**src/design/tsft_ram.sv**
```systemverilog
`timescale 1ns / 1ps

module tsft_ram #(
   parameter int WIDTH = 8,
   parameter int DEPTH = 16
) (
   input  logic                     clock,
   input  logic                     wr_en,
   input  logic [$clog2(DEPTH)-1:0] wr_addr,
   input  logic [WIDTH-1:0]         wr_data,
   input  logic [$clog2(DEPTH)-1:0] rd_addr,
   output logic [WIDTH-1:0]         rd_data
);

   logic [WIDTH-1:0] mem_ff [DEPTH];
   logic [WIDTH-1:0] rd_data_ff;

   // One write port and one registered read port.
   always_ff @(posedge clock) begin
      if (wr_en) begin
         mem_ff[wr_addr] <= wr_data;
      end
      rd_data_ff <= mem_ff[rd_addr];
   end

   assign rd_data = rd_data_ff;

endmodule

```
**config.mk**
```make
export PLATFORM = sky130hd
export DESIGN_NAME = tsft_ram
export DESIGN_NICKNAME = d
export VERILOG_FILES = /design/src/design/tsft_ram.sv
export SDC_FILE = /design/constraint.sdc
export NUM_CORES = 1
export LEC_CHECK = 0
export ABC_AREA = 1
export BUFFER_PORTS_ARGS = -buffer_cell sky130_fd_sc_hd__buf_2
export CORE_MARGIN = 3
export CORE_UTILIZATION = 40
export DETAILED_ROUTE_END_ITERATION = 10
export SYNTH_ARGS = -nofsm -noshare
export SYNTH_HDL_FRONTEND = slang
export SYNTH_SLANG_ARGS = --single-unit
```
**constraint.sdc**
```tcl
create_clock -name clock -period 1.27 [get_ports clock]
set_input_delay 0.254 -clock clock [delete_from_list [all_inputs] [get_ports clock]]
set_output_delay 0.254 -clock clock [all_outputs]
set_load 0.05 [all_outputs]
```
==> impl_metrics.toml, run 1 <==
[run_status]
outcome = "complete, no violations"

[synth]
synth_area_per_cell_um2 = 10.47
synthTopCellsByArea = "edfxtp_1 67%, nand2_1 11%, nand3_1 8.4%, inv_1 6.5%, dfxtp_1 2.8%"
yosysWarnings = 0
synthCells = 551
synth.distinct_cells = 12
synth_seq_cells = 136
synth.cell_area_mm2 = 0.005767
synth_top_cell_by_area = "edfxtp_1"
synth_nets = 569
synth_top_area_share_pct = 66.65
seq_area_frac_synth_pct = 69.43

[worst_setup_path]
cp-start-kind = "flop"
crit_path_max_incr_delay_ps = 310
crit_slowest_cell = "dfxtp_1"
cp.arrival_ps = 970
end_kind = "output port"
timing_worst_setup_path_type = "flop to output port"
cp_cell_sequence = "buf_2"
cp_top_family = "flip-flops"
cp.buffers_inverters = 1
cp_max_fo = 1
required_ps = 1020

[finish]
syn2layout_area_growth_pct = 18.16
layout-drive-gt1-share_pct = 14.61
antenna_cells = 0
nets = 621
fin_util_pct = 48.71

[run]
cap_violations = 0

[sta]
report.final.slew_viol_count = 0
slew_headroom_pct = 73.88
fin_skew_ps = 5.467
finalCritPeriodShare_pct = 96.31
tightest_slew_ps = 391.7
setup_viol = 0
finalHoldViolations = 0
rsz0062_at_grt = "no"
period_needed_ps = 1223
clock.fmax_ghz = 0.8176
worst_slack_ps = 46.90

[routing]
routedWlPerCell_um = 16.22
drt_iter0_markers = 356
drc = 0
firstDrtPassIters = 7
num_vias = 3837
ant_nets = 0
viasPerCell = 4.820
wl_mm = 12.91

[cts]
numCtsBuffers = 17
clk_pin_slew_worst_paths_ps = 60
clkSinkCount = 136
ctsHtreeMaxLevel = 4
post_cts_buffers = 0
cts_buffer_depth = 2
clock-root-buffer = "clkbuf_16"
tritoncts = "built"
clkLatencyLatePin_ps = 410

[placement]
dp_hpwl_mm = 8.124
port_buffers = 25
pre_cts_slack_ps = -52.80
place.gp.congestion = 0.7928

[die]
die_w_um = 126.1
io_pins = 26
start_util_pct = 41.23
die-area_mm2 = 0.01589
rows = 43
die_y_um = 126.1
fp.coreArea_mm2 = 0.01399

[grt]
antenna_found_initial = 0
gr-total-overflow = 0
groute.usage.overall_pct = 17.27
grt_pass1_wl_mm = 20.76
grt_pass1_vias = 3839
grt_max_degree = 33

[power]
cellLeakagePower_nw = 2.971
peakVddDrop_mv = 0.7987
total_power_mw = 10.04
power.density_mw_per_mm2 = 1474

[hold_path]
hold_path_class = "input port to flop"
-- registers in the layout (all words and copies together), names as in the netlist --
register / flops
mem_ff: 128
rd_data: 8
-- cell type report --
class,count,area [um^2]
fillers,1273,7174
clock buffers,17,425.4
multi-input cells,289,1214
repair buffers,57,474.2
clock inverters,15,87.58
well taps,180,225.2
flip-flops and latches,136,4005
inverters,102,382.9
-- final timing paths --
kind,from,endpoint,slack [ps],cells past startpoint
min reg2reg,mem_ff[12][2],rd_data[2],670,6
max reg2reg,mem_ff[11][5],rd_data[5],260,6
min,rd_addr[2],rd_data[5],260,4
max,rd_data[2],rd_data[2],50,1
-- routing by layer --
metal,routed length [um],GRT usage (%),vias up
met5,0,0,-
met4,275,6.562,0
met3,667,3.732,22
met2,6333,27.95,120
met1,5630,22.96,1813
li1,-,-,1882
-- cells in the final DEF (no fill, tap or decap) --
cell type and n:
nand2_1 173, buf_12 8, nand3_1 97, clkinv_2 8
nand3b_1 2, clkinv_4 1, buf_2 23, dfxtp_2 1
inv_2 2, clkinvlp_4 3, clkinv_1 2, dfxtp_1 7
nor2_1 17, inv_1 100, clkbuf_4 1, inv_6 1
buf_4 24, clkbuf_16 17, edfxtp_1 128, buf_6 1
-- report_power, final --
part           switching, mW  internal [mW]
registers             0.0291           5.02
clock network           1.77           2.45
logic                  0.533          0.238
total                   2.33           7.71
-- synth_stat cells --
master      n
nand3_1    97
buf_6       6
nor2_1     17
nand3b_1    2
edfxtp_1  128
inv_1     100
dfxtp_1     8
nand2_1   173
inv_2       2
buf_2      13
buf_1       1
buf_4       4
-- kinds of logic (layout without fill, tap and decap cells) --
logic type | Yosys count | in the layout | share of synthesized area (%)
buffers and inverters | 126 | 191 | 9.525
flip-flops | 136 | 136 | 69.43
AND/OR/NAND/NOR | 289 | 289 | 21.05
-- metrics by stage --
step	instance area [um^2]	cells	hold slack (ps)	TNS, ps
finish	6814	796	255.3	0
detailed placement	6291	764	641.2	-164.5
CTS	6812	796	251.9	0
global placement	6291	764	627.2	-153.7
floorplan	5767	551	352.9	0
global route	6814	796	256.6	0
-- timing repair --
action,CTS,global route
gates resized for setup,3,1
setup endpoints to repair,1,1
hold buffers,0,0
(Power assumes the default switching activity.)
==> inputs of run 2 (changes only) <==
--- a/config.mk
+++ b/config.mk
@@ -7,9 +7,12 @@
 export LEC_CHECK = 0
 export ABC_AREA = 1
 export BUFFER_PORTS_ARGS = -buffer_cell sky130_fd_sc_hd__buf_2
+export CELL_PAD_IN_SITES_DETAIL_PLACEMENT = 2
+export CELL_PAD_IN_SITES_GLOBAL_PLACEMENT = 2
 export CORE_MARGIN = 3
-export CORE_UTILIZATION = 40
+export CORE_UTILIZATION = 36
 export DETAILED_ROUTE_END_ITERATION = 10
+export PLACE_DENSITY_LB_ADDON = 0.1
 export SYNTH_ARGS = -nofsm -noshare
 export SYNTH_HDL_FRONTEND = slang
 export SYNTH_SLANG_ARGS = --single-unit
==> run 2 against run 1 <==
Compared with the run above:
- worst hold slack worse by 61 ps
- die area is 11% higher
- register-to-register slack worse by 80 ps
- via count is 4.7% higher
- critical endpoint is now rd_data[1]
- largest cell class unchanged
==> impl_metrics.toml, run 2 (synthesis results as in run 1) <==
[hold_path]
hold_path_class = "input port to flop"

[worst_setup_path]
r2r_end = "rd_data[7]"
r2r_slack_ps = 180
rr_worst_depth = 6
cp_max_fo = 1
cp_top_family = "flip-flops"
cp.arrival_ps = 990
crit_path_start = "rd_data[1]"
crit_slowest_cell = "dfxtp_1"
end_kind = "output port"
cp-endpoint = "rd_data[1]"
r2r_start = "mem_ff[1][7]"
timing_worst_setup_path_type = "flop to output port"
cp-start-kind = "flop"
cp.buffers_inverters = 1
path_depth = 1
crit_path_max_incr_delay_ps = 310
cp_cell_sequence = "buf_2"
required_ps = 1020

[finish]
antenna_cells = 0
largest_reg_flops = 128
final_cells = 829
n_fill_cell = 1683
design_area_mm2 = 0.006909
syn2layout_area_growth_pct = 19.81
nets = 623
top_register = "mem_ff"
final_common_cell = "nand2_1"
layout-drive-gt1-share_pct = 15.05
final_cell_mix = "173 x nand2_1, 128 x edfxtp_1, 100 x inv_1"

[routing]
firstDrtPassIters = 4
routedWlPerCell_um = 20.71
wl_mm = 17.17
num_vias = 4017
drc = 0
drt_iter0_markers = 211
ant_nets = 0
viasPerCell = 4.846

[placement]
port_buffers = 25
pre_cts_slack_ps = -124.5
place.gp.congestion = 0.7891
postPlaceCellArea_mm2 = 0.006357
dp.cells = 797
dp_hpwl_mm = 11.41

[die]
start_util_pct = 37.38
io_pins = 26
die_y_um = 132.6
rows = 45
die-area_mm2 = 0.01757
fp.coreArea_mm2 = 0.01543
die_w_um = 132.6

[sta]
worst_slack_ps = 29.58
tightest_slew_ps = 472.1
report.final.slew_viol_count = 0
period_needed_ps = 1240
finalHoldViolations = 0
slew_headroom_pct = 68.53
rsz0062_at_grt = "no"
fin_skew_ps = 4.647
finalCritPeriodShare_pct = 97.67
clock.fmax_ghz = 0.8062
setup_viol = 0

[grt]
groute.usage.overall_pct = 20.94
grt_max_degree = 39
gr-total-overflow = 0
grt_pass1_vias = 4501
grt_pass1_wl_mm = 26.89
antenna_found_initial = 0

[cts]
post_cts_buffers = 0
hold_buffers = 0
post_cts_resized = 7
clkSinkCount = 136
clock-root-buffer = "clkbuf_16"
ctsHtreeMaxLevel = 4
cts_buffer_depth = 2
numCtsBuffers = 17
clk_pin_slew_worst_paths_ps = 60
clkLatencyLatePin_ps = 430
tritoncts = "built"

[power]
total_power_mw = 10.29
power.density_mw_per_mm2 = 1489
peakVddDrop_mv = 0.9234
cellLeakagePower_nw = 2.980

[run_status]
outcome = "complete, no violations"

[run]
cap_violations = 0
## run 2: changes by cell type in the layout (fill, tap and decap cells not counted)
| cell | before | now |
|---|---|---|
| buf_4 | 24 | 28 |
| buf_6 | 1 | 2 |
| clkinv_4 | 1 | 0 |
| buf_12 | 8 | 9 |
| clkinvlp_4 | 3 | 7 |
| clkbuf_1 | 0 | 1 |
| clkbuf_4 | 1 | 2 |
| clkinv_1 | 2 | 0 |
| buf_2 | 23 | 18 |
| clkbuf_8 | 0 | 1 |
| inv_6 | 1 | 0 |
| clkinv_2 | 8 | 6 |
## run 2: worst min-delay path by stage
stage               start           end  slack, ps  cells after the start
3_5_place_dp   rd_addr[3]    rd_data[3]        630                      3
2_1_floorplan  wr_data[0]  mem_ff[0][0]        350                      0
6_report       rd_addr[3]    rd_data[4]        190                      3
5_1_grt        rd_addr[3]    rd_data[4]        200                      3
4_1_cts        rd_addr[3]    rd_data[3]        180                      3
3_3_place_gp   rd_addr[3]    rd_data[3]        630                      3
## run 2: metrics by stage
step                hold WS [ps]  util (%)  setup TNS [ps]
global route               198.4     44.79               0
floorplan                  352.9         -               0
CTS                        179.4     44.74               0
finish                     194.6     44.79               0
global placement           633.0     41.21          -396.9
detailed placement         630.2     41.21           -1238
## run 2: final cells by class
cell class / count / area (um^2) / area share (%)
clock buffer: 19 / 442.9 / 6.411
tap: 211 / 264.0 / 3.821
inverter: 102 / 382.9 / 5.541
clock inverter: 13 / 82.58 / 1.195
timing repair buffer: 59 / 518.0 / 7.497
sequential: 136 / 4005 / 57.97
multi-input combinational: 289 / 1214 / 17.57
## run 2: layer usage
layer / wire (um) / track usage [%]
met2: 8815 / 35.82
met1: 7502 / 26.66
met3: 504 / 3.764
met5: 0 / 0
met4: 349 / 7.737
## run 2: report_power, final
part           internal [mW]  switching, mW  leakage (nW)
Combinational          0.257          0.594          1.51
Clock                   2.51           1.87         0.242
Sequential              5.02         0.0374          1.22
Total                   7.79           2.50          2.98
